### src/rtl/srg_pkg.sv
`default_nettype none

package srg_pkg;

   localparam int SLEW_W = 16;
   localparam int FRAC_W = 4;
   localparam int MS_W = 10;
   localparam int CSR_DATA_W = 16;
   localparam int CSR_ADDR_W = 1;

   localparam int PROD_W = SLEW_W + MS_W;
   localparam int REM_W = 10;
   localparam int RECIP_W = 17;
   localparam int QUO_W = RECIP_W;

   localparam int MS_PER_SEC = 1000;
   localparam logic [RECIP_W-1:0] RECIP_M = RECIP_W'((64'd1 << PROD_W) / MS_PER_SEC);

   localparam logic [FRAC_W-1:0] FRAC_RESET = 4'd8;

   typedef enum logic [CSR_ADDR_W-1:0] {
      CSR_SLEW_RATE = 1'b0,
      CSR_FRAC_BITS = 1'b1
   } csr_idx_type;

endpackage

`default_nettype wire

### src/rtl/srg_if.sv
`default_nettype none

interface srg_req_if
   import srg_pkg::*;
#(
   parameter int TARGET_WIDTH = 17
);
   logic                           valid;
   logic                           ready;
   logic signed [TARGET_WIDTH-1:0] requested_target;
   logic        [MS_W-1:0]         elapsed_ms;

   modport source (output valid, output requested_target, output elapsed_ms, input ready);
   modport sink (input valid, input requested_target, input elapsed_ms, output ready);
endinterface

interface srg_rsp_if #(
   parameter int TARGET_WIDTH = 17,
   parameter int FIXED_WIDTH  = 25
);
   logic                           valid;
   logic                           ready;
   logic signed [FIXED_WIDTH-1:0]  ramped_fixed;
   logic signed [TARGET_WIDTH-1:0] ramped_raw;
   logic                           ramp_active;

   modport source (output valid, output ramped_fixed, output ramped_raw, output ramp_active,
                   input ready);
   modport sink (input valid, input ramped_fixed, input ramped_raw, input ramp_active,
                 output ready);
endinterface

`default_nettype wire

### src/rtl/setpoint_ramp_generator_top.sv
// Request beats enter the stage-one register; results leave the stage-eight register.
// Throughput: one beat per cycle through an eight-register pipeline while the output is
// ready; the ramp state is read and written in stage seven, so consecutive beats never wait on it.
// Reset is synchronous and active high: it empties the pipeline, clears the ramp to
// zero, sets the slew rate to zero and the fractional bits to eight.
`default_nettype none

module setpoint_ramp_generator_top
   import srg_pkg::*;
#(
   parameter int TARGET_WIDTH  = 17,
   parameter int MAX_FRAC_BITS = 8
) (
   input  wire                  clock,
   input  wire                  reset,
   srg_req_if.sink              req_chan,
   srg_rsp_if.source            rsp_chan,
   input  wire                  csr_wr_en,
   input  wire [CSR_ADDR_W-1:0] csr_index,
   input  wire [CSR_DATA_W-1:0] csr_wdata
);

   localparam int FW      = TARGET_WIDTH + MAX_FRAC_BITS;
   localparam int T_W     = REM_W + MAX_FRAC_BITS;
   localparam int FQ_W    = T_W + RECIP_W - PROD_W;
   localparam int STEP_W  = QUO_W + MAX_FRAC_BITS;
   localparam int CMP_W   = (STEP_W > FW + 1) ? STEP_W : FW + 1;
   localparam longint RAW_MAX = (longint'(1) << (TARGET_WIDTH - 1)) - 1;

   // Configuration registers.
   logic [SLEW_W-1:0] slew_ff;
   logic [FRAC_W-1:0] frac_ff;
   logic [FRAC_W-1:0] fb;

   always_ff @(posedge clock) begin
      if (reset) begin
         slew_ff <= '0;
         frac_ff <= FRAC_RESET;
      end else if (csr_wr_en) begin
         case (csr_idx_type'(csr_index))
            CSR_SLEW_RATE: slew_ff <= csr_wdata[SLEW_W-1:0];
            CSR_FRAC_BITS: frac_ff <= csr_wdata[FRAC_W-1:0];
            default: ;
         endcase
      end
   end

   assign fb = (frac_ff > FRAC_W'(MAX_FRAC_BITS)) ? FRAC_W'(MAX_FRAC_BITS) : frac_ff;

   // Stage valids and the ready chain.
   logic v1_ff, v2_ff, v3_ff, v4_ff, v5_ff, v6_ff, v7_ff, v8_ff;
   logic rdy1, rdy2, rdy3, rdy4, rdy5, rdy6, rdy7, rdy8;

   assign rdy8 = !v8_ff || rsp_chan.ready;
   assign rdy7 = !v7_ff || rdy8;
   assign rdy6 = !v6_ff || rdy7;
   assign rdy5 = !v5_ff || rdy6;
   assign rdy4 = !v4_ff || rdy5;
   assign rdy3 = !v3_ff || rdy4;
   assign rdy2 = !v2_ff || rdy3;
   assign rdy1 = !v1_ff || rdy2;
   assign req_chan.ready = rdy1;

   always_ff @(posedge clock) begin
      if (reset) begin
         v1_ff <= 1'b0;
         v2_ff <= 1'b0;
         v3_ff <= 1'b0;
         v4_ff <= 1'b0;
         v5_ff <= 1'b0;
         v6_ff <= 1'b0;
         v7_ff <= 1'b0;
         v8_ff <= 1'b0;
      end else begin
         if (rdy1) v1_ff <= req_chan.valid;
         if (rdy2) v2_ff <= v1_ff;
         if (rdy3) v3_ff <= v2_ff;
         if (rdy4) v4_ff <= v3_ff;
         if (rdy5) v5_ff <= v4_ff;
         if (rdy6) v6_ff <= v5_ff;
         if (rdy7) v7_ff <= v6_ff;
         if (rdy8) v8_ff <= v7_ff;
      end
   end

   // Stage 1: input register.
   logic signed [TARGET_WIDTH-1:0] s1_req_ff;
   logic        [MS_W-1:0]         s1_ms_ff;

   always_ff @(posedge clock) begin
      if (rdy1 && req_chan.valid) begin
         s1_req_ff <= req_chan.requested_target;
         s1_ms_ff  <= req_chan.elapsed_ms;
      end
   end

   // Stage 2: slew times elapsed time, and the request in fixed point.
   logic        [PROD_W-1:0] s2_prod_ff, s2_prod_in;
   logic signed [FW-1:0]     s2_target_ff, s2_target_in;
   logic                     s2_move_ff;
   logic signed [FW-1:0]     req_ext;

   assign req_ext      = FW'(s1_req_ff);
   assign s2_target_in = req_ext <<< fb;
   assign s2_prod_in   = PROD_W'(slew_ff) * PROD_W'(s1_ms_ff);

   always_ff @(posedge clock) begin
      if (rdy2 && v1_ff) begin
         s2_prod_ff   <= s2_prod_in;
         s2_target_ff <= s2_target_in;
         s2_move_ff   <= (s2_prod_in != '0);
      end
   end

   // Stage 3: estimate of the whole seconds quotient by reciprocal multiplication.
   logic        [PROD_W-1:0]         s3_prod_ff;
   logic        [QUO_W-1:0]          s3_q0_ff;
   logic signed [FW-1:0]             s3_target_ff;
   logic                             s3_move_ff;
   logic        [PROD_W+RECIP_W-1:0] s3_mul_in;

   assign s3_mul_in = (PROD_W + RECIP_W)'(s2_prod_ff) * (PROD_W + RECIP_W)'(RECIP_M);

   always_ff @(posedge clock) begin
      if (rdy3 && v2_ff) begin
         s3_prod_ff   <= s2_prod_ff;
         s3_q0_ff     <= s3_mul_in[PROD_W+RECIP_W-1:PROD_W];
         s3_target_ff <= s2_target_ff;
         s3_move_ff   <= s2_move_ff;
      end
   end

   // Stage 4: remainder and a single correction of the quotient.
   logic        [QUO_W-1:0]  s4_q_ff;
   logic        [REM_W-1:0]  s4_rem_ff;
   logic signed [FW-1:0]     s4_target_ff;
   logic                     s4_move_ff;
   logic        [PROD_W-1:0] s4_rem_full;
   logic                     s4_over;

   assign s4_rem_full = s3_prod_ff - PROD_W'(s3_q0_ff * PROD_W'(MS_PER_SEC));
   assign s4_over     = (s4_rem_full >= PROD_W'(MS_PER_SEC));

   always_ff @(posedge clock) begin
      if (rdy4 && v3_ff) begin
         s4_q_ff      <= s4_over ? s3_q0_ff + QUO_W'(1) : s3_q0_ff;
         s4_rem_ff    <= s4_over ? REM_W'(s4_rem_full - PROD_W'(MS_PER_SEC))
                                 : REM_W'(s4_rem_full);
         s4_target_ff <= s3_target_ff;
         s4_move_ff   <= s3_move_ff;
      end
   end

   // Stage 5: the scaled remainder and the estimate of its quotient.
   logic        [QUO_W-1:0]       s5_q_ff;
   logic        [T_W-1:0]         s5_t_ff;
   logic        [FQ_W-1:0]        s5_q1_ff;
   logic signed [FW-1:0]          s5_target_ff;
   logic                          s5_move_ff;
   logic        [T_W-1:0]         s5_t_in;
   logic        [T_W+RECIP_W-1:0] s5_mul_in;

   assign s5_t_in   = T_W'(s4_rem_ff) << fb;
   assign s5_mul_in = (T_W + RECIP_W)'(s5_t_in) * (T_W + RECIP_W)'(RECIP_M);

   always_ff @(posedge clock) begin
      if (rdy5 && v4_ff) begin
         s5_q_ff      <= s4_q_ff;
         s5_t_ff      <= s5_t_in;
         s5_q1_ff     <= s5_mul_in[T_W+RECIP_W-1:PROD_W];
         s5_target_ff <= s4_target_ff;
         s5_move_ff   <= s4_move_ff;
      end
   end

   // Stage 6: corrected fractional quotient and the assembled step.
   logic        [STEP_W-1:0] s6_step_ff;
   logic signed [FW-1:0]     s6_target_ff;
   logic                     s6_move_ff;
   logic        [T_W-1:0]    s6_r2;
   logic        [FQ_W-1:0]   s6_fq;
   logic        [STEP_W-1:0] s6_step_in;

   assign s6_r2      = s5_t_ff - T_W'(s5_q1_ff * T_W'(MS_PER_SEC));
   assign s6_fq      = (s6_r2 >= T_W'(MS_PER_SEC)) ? s5_q1_ff + FQ_W'(1) : s5_q1_ff;
   assign s6_step_in = (STEP_W'(s5_q_ff) << fb) + STEP_W'(s6_fq);

   always_ff @(posedge clock) begin
      if (rdy6 && v5_ff) begin
         s6_step_ff   <= s6_step_in;
         s6_target_ff <= s5_target_ff;
         s6_move_ff   <= s5_move_ff;
      end
   end

   // Stage 7: ramp state update.
   logic signed [FW-1:0]     state_ff, state_in;
   logic signed [FW-1:0]     s7_fixed_ff;
   logic                     s7_active_ff;
   logic signed [FW:0]       cur_ext, tgt_ext, delta;
   logic        [FW:0]       remain;
   logic        [STEP_W-1:0] step_eff;
   logic signed [FW:0]       moved;

   assign cur_ext  = {state_ff[FW-1], state_ff};
   assign tgt_ext  = {s6_target_ff[FW-1], s6_target_ff};
   assign delta    = tgt_ext - cur_ext;
   assign remain   = delta[FW] ? (FW + 1)'(0) - delta : delta;
   assign step_eff = (s6_step_ff == '0) ? STEP_W'(1) : s6_step_ff;
   assign moved    = delta[FW] ? cur_ext - (FW + 1)'(step_eff) : cur_ext + (FW + 1)'(step_eff);

   always_comb begin
      state_in = state_ff;
      if ((state_ff != s6_target_ff) && s6_move_ff) begin
         if (CMP_W'(step_eff) >= CMP_W'(remain)) begin
            state_in = s6_target_ff;
         end else begin
            state_in = moved[FW-1:0];
         end
      end
   end

   always_ff @(posedge clock) begin
      if (reset) begin
         state_ff <= '0;
      end else if (rdy7 && v6_ff) begin
         state_ff <= state_in;
      end
   end

   always_ff @(posedge clock) begin
      if (rdy7 && v6_ff) begin
         s7_fixed_ff  <= state_in;
         s7_active_ff <= (state_in != s6_target_ff);
      end
   end

   // Stage 8: rounding to raw units, half away from zero, with saturation.
   logic signed [FW-1:0]           s8_fixed_ff;
   logic signed [TARGET_WIDTH-1:0] s8_raw_ff, s8_raw_in;
   logic                           s8_active_ff;
   logic signed [FW:0]             fx_ext;
   logic        [FW:0]             mag, half, quo;

   assign fx_ext = {s7_fixed_ff[FW-1], s7_fixed_ff};
   assign mag    = fx_ext[FW] ? (FW + 1)'(0) - fx_ext : fx_ext;
   assign half   = (fb == '0) ? '0 : (FW + 1)'(1) << (fb - FRAC_W'(1));
   assign quo    = (mag + half) >> fb;

   always_comb begin
      if (fx_ext[FW]) begin
         if (quo > (FW + 1)'(RAW_MAX + 1)) begin
            s8_raw_in = TARGET_WIDTH'(-(RAW_MAX + 1));
         end else begin
            s8_raw_in = TARGET_WIDTH'((FW + 1)'(0) - quo);
         end
      end else begin
         if (quo > (FW + 1)'(RAW_MAX)) begin
            s8_raw_in = TARGET_WIDTH'(RAW_MAX);
         end else begin
            s8_raw_in = TARGET_WIDTH'(quo);
         end
      end
   end

   always_ff @(posedge clock) begin
      if (rdy8 && v7_ff) begin
         s8_fixed_ff  <= s7_fixed_ff;
         s8_raw_ff    <= s8_raw_in;
         s8_active_ff <= s7_active_ff;
      end
   end

   assign rsp_chan.valid        = v8_ff;
   assign rsp_chan.ramped_fixed = s8_fixed_ff;
   assign rsp_chan.ramped_raw   = s8_raw_ff;
   assign rsp_chan.ramp_active  = s8_active_ff;

   a_state_hold: assert property (@(posedge clock) disable iff (reset)
      !(rdy7 && v6_ff) |=> $stable(state_ff))
      else $error("ramp state changed without a beat in the update stage");

   a_no_move_hold: assert property (@(posedge clock) disable iff (reset)
      (rdy7 && v6_ff && !s6_move_ff) |=> (state_ff == $past(state_ff)))
      else $error("ramp moved with zero slew or zero elapsed time");

   a_land: assert property (@(posedge clock) disable iff (reset)
      (rdy7 && v6_ff && (state_in == s6_target_ff)) |=> !s7_active_ff)
      else $error("ramp flagged active after landing on its target");

   a_rem_range: assert property (@(posedge clock) disable iff (reset)
      v4_ff |-> (s4_rem_ff < REM_W'(MS_PER_SEC)))
      else $error("seconds remainder out of range after correction");

   a_full_stall: assert property (@(posedge clock) disable iff (reset)
      (v1_ff && v2_ff && v3_ff && v4_ff && v5_ff && v6_ff && v7_ff && v8_ff
       && !rsp_chan.ready) |-> !req_chan.ready)
      else $error("request taken while the pipeline is full and stalled");

endmodule

`default_nettype wire

### src/flat_wrapper.sv
// flat-port wrapper written by rule: the top's interface ports become plain ports
module setpoint_ramp_generator_top_flat import srg_pkg::*;
#(
   parameter int TARGET_WIDTH  = 17,
   parameter int MAX_FRAC_BITS = 8
)
  (clock, reset, csr_wr_en, csr_index, csr_wdata, req_chan_valid, req_chan_requested_target, req_chan_elapsed_ms, req_chan_ready, rsp_chan_valid, rsp_chan_ramped_fixed, rsp_chan_ramped_raw, rsp_chan_ramp_active, rsp_chan_ready);
  srg_req_if #(.TARGET_WIDTH(TARGET_WIDTH)) req_chan_i ();
  srg_rsp_if #(.TARGET_WIDTH(TARGET_WIDTH), .FIXED_WIDTH(((17) + (8)))) rsp_chan_i ();
  input  wire clock;
  input  wire reset;
  input  wire csr_wr_en;
  input  wire [CSR_ADDR_W-1:0] csr_index;
  input  wire [CSR_DATA_W-1:0] csr_wdata;
  input wire logic [$bits(req_chan_i.valid)-1:0] req_chan_valid;
  input wire logic [$bits(req_chan_i.requested_target)-1:0] req_chan_requested_target;
  input wire logic [$bits(req_chan_i.elapsed_ms)-1:0] req_chan_elapsed_ms;
  output wire logic [$bits(req_chan_i.ready)-1:0] req_chan_ready;
  output wire logic [$bits(rsp_chan_i.valid)-1:0] rsp_chan_valid;
  output wire logic [$bits(rsp_chan_i.ramped_fixed)-1:0] rsp_chan_ramped_fixed;
  output wire logic [$bits(rsp_chan_i.ramped_raw)-1:0] rsp_chan_ramped_raw;
  output wire logic [$bits(rsp_chan_i.ramp_active)-1:0] rsp_chan_ramp_active;
  input wire logic [$bits(rsp_chan_i.ready)-1:0] rsp_chan_ready;
  assign req_chan_i.valid = req_chan_valid;
  assign req_chan_i.requested_target = req_chan_requested_target;
  assign req_chan_i.elapsed_ms = req_chan_elapsed_ms;
  assign req_chan_ready = req_chan_i.ready;
  assign rsp_chan_valid = rsp_chan_i.valid;
  assign rsp_chan_ramped_fixed = rsp_chan_i.ramped_fixed;
  assign rsp_chan_ramped_raw = rsp_chan_i.ramped_raw;
  assign rsp_chan_ramp_active = rsp_chan_i.ramp_active;
  assign rsp_chan_i.ready = rsp_chan_ready;
  setpoint_ramp_generator_top #(.TARGET_WIDTH(TARGET_WIDTH), .MAX_FRAC_BITS(MAX_FRAC_BITS)) u_core (.clock(clock), .reset(reset), .req_chan(req_chan_i), .rsp_chan(rsp_chan_i), .csr_wr_en(csr_wr_en), .csr_index(csr_index), .csr_wdata(csr_wdata));
endmodule
### config.mk
export PLATFORM = sky130hd
export DESIGN_NAME = setpoint_ramp_generator_top_flat
export DESIGN_NICKNAME = d
export VERILOG_FILES = /design/src/rtl/srg_pkg.sv /design/src/rtl/srg_if.sv /design/src/rtl/setpoint_ramp_generator_top.sv /design/src/flat_wrapper.sv
export SDC_FILE = /design/constraint.sdc
export NUM_CORES = 2
export LEC_CHECK = 0
export BUFFER_PORTS_ARGS = -buffer_cell sky130_fd_sc_hd__buf_4
export CAP_MARGIN = 20
export CORE_MARGIN = 2
export CORE_UTILIZATION = 60
export DETAILED_ROUTE_END_ITERATION = 8
export HOLD_SLACK_MARGIN = 0.03
export MAX_ROUTING_LAYER = met4
export PLACE_DENSITY = 0.79
export REMOVE_ABC_BUFFERS = 1
export SETUP_SLACK_MARGIN = 0.05
export SLEW_MARGIN = 20
export SYNTH_ARGS = -nofsm -noshare
export SYNTH_HDL_FRONTEND = slang
export SYNTH_SLANG_ARGS = --single-unit
### constraint.sdc
create_clock -name clock -period 11 [get_ports clock]
set_clock_uncertainty 0.15 [all_clocks]
set_input_delay 0.55 -clock clock [delete_from_list [all_inputs] [get_ports clock]]
set_output_delay 0.55 -clock clock [all_outputs]
set_load 0.02 [all_outputs]
==> run_results.csv <==
group,metric,value,unit
status,status,"finished with violations",
status,violations,"DRC",
sta,rsz0062_at_grt,"false",
grt,grt_overflow,0,
synthesis,syn_inst,4520,
hold_path,hp-start,"csr_wdata[11]",
setup_path,r2r-end,"u_core.s6_step_ff[24]",
cts,cts_htree_levels,2,
hold_path,holdCritPathClass,"input pin to flop",
drt,viasPerCell,6.14,
synthesis,syn-cell-area,44400,um^2
placement,portBuffers,93,
synthesis,ys_warn_count,0,
cells_and_area,fill_cells,5675,
cells_and_area,syn2layout_area_growth,7.91,%
cells_and_area,layout_common_cells,"ha_1 (594), inv_1 (536), edfxtp_1 (388)",
setup_path,cp.arrival,9.54,ns
setup_path,reg2regPathDepth,36,
grt,first_global_vias,33600,
setup_path,cpMaxStageDelayCell,"fa_1",
setup_path,rrSetupSlack,1.65,ns
cts,clkTransAtPathRegs,0.06,ns
sta,hold_viol,0,
cts,clk_latency,0.60,ns
hold_path,worstHoldPathCells,3,
setup_path,critPathMaxFanout,9,
cells_and_area,drive_above_1_share,0.0627,
drt,drc_errors,2,
drt,drt_wl_total,110000,um
drt,wl_per_cell,19.7,um
floorplan,ioPinCount,94,
setup_path,cp_top_family,"adder cells",
synthesis,ys.flop_type,"edfxtp_1",
placement,gp_congestion,0.993,
synthesis,synthArstFlopShare,0,
synthesis,synth_edf_count,388,
grt,grt_pass1_wl,176000,um
run,maxCapViolCount,0,
setup_path,rr_startpoint,"u_core.s5_q1_ff[0]",
synthesis,ys_ff_latch,441,
drt,vias,34100,
cells_and_area,multi_input_area,29100,um^2
synthesis,synth.distinct_cells,100,
sta,tightest_slew,1.12,ns
sta,drv_slew,0,
cells_and_area,regArea,12700,um^2
sta,fin_crit_sh,0.850,
grt,grt_max_degree,70,
synthesis,post_synth.cell_area_avg,9.82,um^2
cts,clockBufferDepth,3,
floorplan,initial_utilization,0.607,
grt,antenna_found_initial,2,
setup_path,crit_path_max_incr_delay,0.60,ns
floorplan,core,73100,um^2
sta,relSlewSlack,0.247,
floorplan,row_count,99,
cts,cts_buffers,49,
sta,setup_violations,0,
floorplan,die-area,76200,um^2
cells_and_area,nets,5492,
placement,place_hpwl,84700,um
drt,drtIter0Drc,2845,
grt,grt.total_usage,0.299,
floorplan,die_h,276,um
cts,cts_tree,"done",
setup_path,cp-start-kind,"flop",
cts,clockRootBuffer,"clkbuf_16",
drt,dr.pass1.iters,9,
setup_path,critPathRequiredTime,11.18,ns
setup_path,critPathCaptureType,"flop",
cts,cts_sinks,441,
sta,period_needed,9.35,ns
sta,timing.fmax,107,MHz
hold_path,holdPathEnd,"u_core.slew_ff[11]",
synthesis,yosysSeqAreaShare,0.286,
cells_and_area,layout_commonest_cell,"ha_1",
setup_path,critical_path_depth,36,
drt,ant_nets,0,
floorplan,die_w,276,um
setup_path,worst-path-buf-inv,4,
sta,setup_tns,0,ns
setup_path,critical_path_class,"flop to flop",
==> what timing repair did <==
| action | 4_1_cts | 5_1_grt |
|---|---|---|
| hold endpoints to repair | 28 | 0 |
| hold buffers | 28 | 0 |
| resized for setup | 0 | 0 |
| buffers inserted | 0 | 0 |
==> sequential cells by signal, summed over array words and instances (netlist names), 25 cells and up <==
name and count:
u_core.s2_prod_ff 26, u_core.s3_prod_ff 26, u_core.rsp_chan.ramped_fixed 25, u_core.s2_target_ff 25, u_core.s3_target_ff 25, u_core.s4_target_ff 25
u_core.s5_target_ff 25, u_core.s6_step_ff 25, u_core.s6_target_ff 25, u_core.s7_fixed_ff 25, u_core.state_ff 25
==> worst max-delay path by stage <==
stage,to,from
after detailed placement,u_core.s6_step_ff[24],u_core.s5_q1_ff[0]
final,u_core.s6_step_ff[24],u_core.s5_q1_ff[0]
after global placement,u_core.s6_step_ff[24],u_core.s5_q1_ff[0]
after floorplan,u_core.s5_q1_ff[8],u_core.frac_ff[3]
after CTS,u_core.s6_step_ff[24],u_core.s5_q1_ff[0]
after global routing,u_core.s6_step_ff[24],u_core.s5_q1_ff[0]
==> cell families (layout without fill, tap and decap cells) <==
group | count (synthesis) | in the layout | synth area share
mux | 95 | 95 | 0.0231
simple gates | 1154 | 1154 | 0.131
fa+ha+maj | 887 | 887 | 0.300
buf+inv | 714 | 783 | 0.0609
flops | 441 | 441 | 0.286
xor+xnor | 304 | 304 | 0.0602
compound gates | 924 | 924 | 0.139
other cells | 1 | 10 | 0.0000845
==> cells in the mapped netlist, drive strengths merged (66+ instances only) <==
| cell type | n | area (um^2) |
|---|---|---|
| a21o | 66 | 495 |
| a21oi | 258 | 1290 |
| and2 | 105 | 657 |
| clkbuf | 151 | 567 |
| edfxtp | 388 | 11700 |
| fa | 293 | 5870 |
| ha | 594 | 7430 |
| inv | 538 | 2020 |
| mux2i | 81 | 811 |
| nand2 | 360 | 1350 |
| nand3 | 72 | 360 |
| nor2 | 201 | 754 |
| nor3 | 96 | 485 |
| o21ai | 168 | 845 |
| xnor2 | 188 | 1650 |
| xor2 | 116 | 1020 |
==> cell type report <==
| type | instances | share of cell area |
|---|---|---|
| flip-flops and latches | 441 | 0.265 |
| inverters | 539 | 0.0422 |
| well taps | 959 | 0.0251 |
| clock buffers | 62 | 0.0288 |
| clock inverters | 29 | 0.00509 |
| multi-input cells | 3372 | 0.608 |
| repair buffers | 153 | 0.0254 |
| diodes | 2 | 0.000104 |
==> through the flow <==
step / cell area (um^2) / utilization / setup slack (ns) / hold slack, ns / cells
after floorplan: 43700 / - / 1.94 / 0.250 / 4352
after global placement: 46000 / 0.629 / 1.91 / 0.251 / 5436
after detailed placement: 46000 / 0.629 / 1.69 / 0.255 / 5436
after CTS: 47900 / 0.655 / 1.66 / 0.0313 / 5555
after global routing: 47900 / 0.655 / 0.920 / 0.0564 / 5557
final: 47900 / 0.655 / 1.65 / 0.0505 / 5557
==> tightest hold or removal path: cells and delay by family <==
family                 cells  cell delay, ns
AO/OA/AOI/OAI              1            0.05
buffers and inverters      1            0.11
AND/OR/NAND/NOR            1            0.04
==> layer usage <==
layer  up-vias  wire, um  GRT usage
met5         -         0          -
met3       299      7020     0.0317
li1      16100         -          -
met2      1285     51800      0.477
met4         0      4900      0.124
met1     16400     46000      0.392
Power is left out: the tool's default activity adds up to more than one toggle a clock period on the data nets, which glitch-free logic cannot reach.
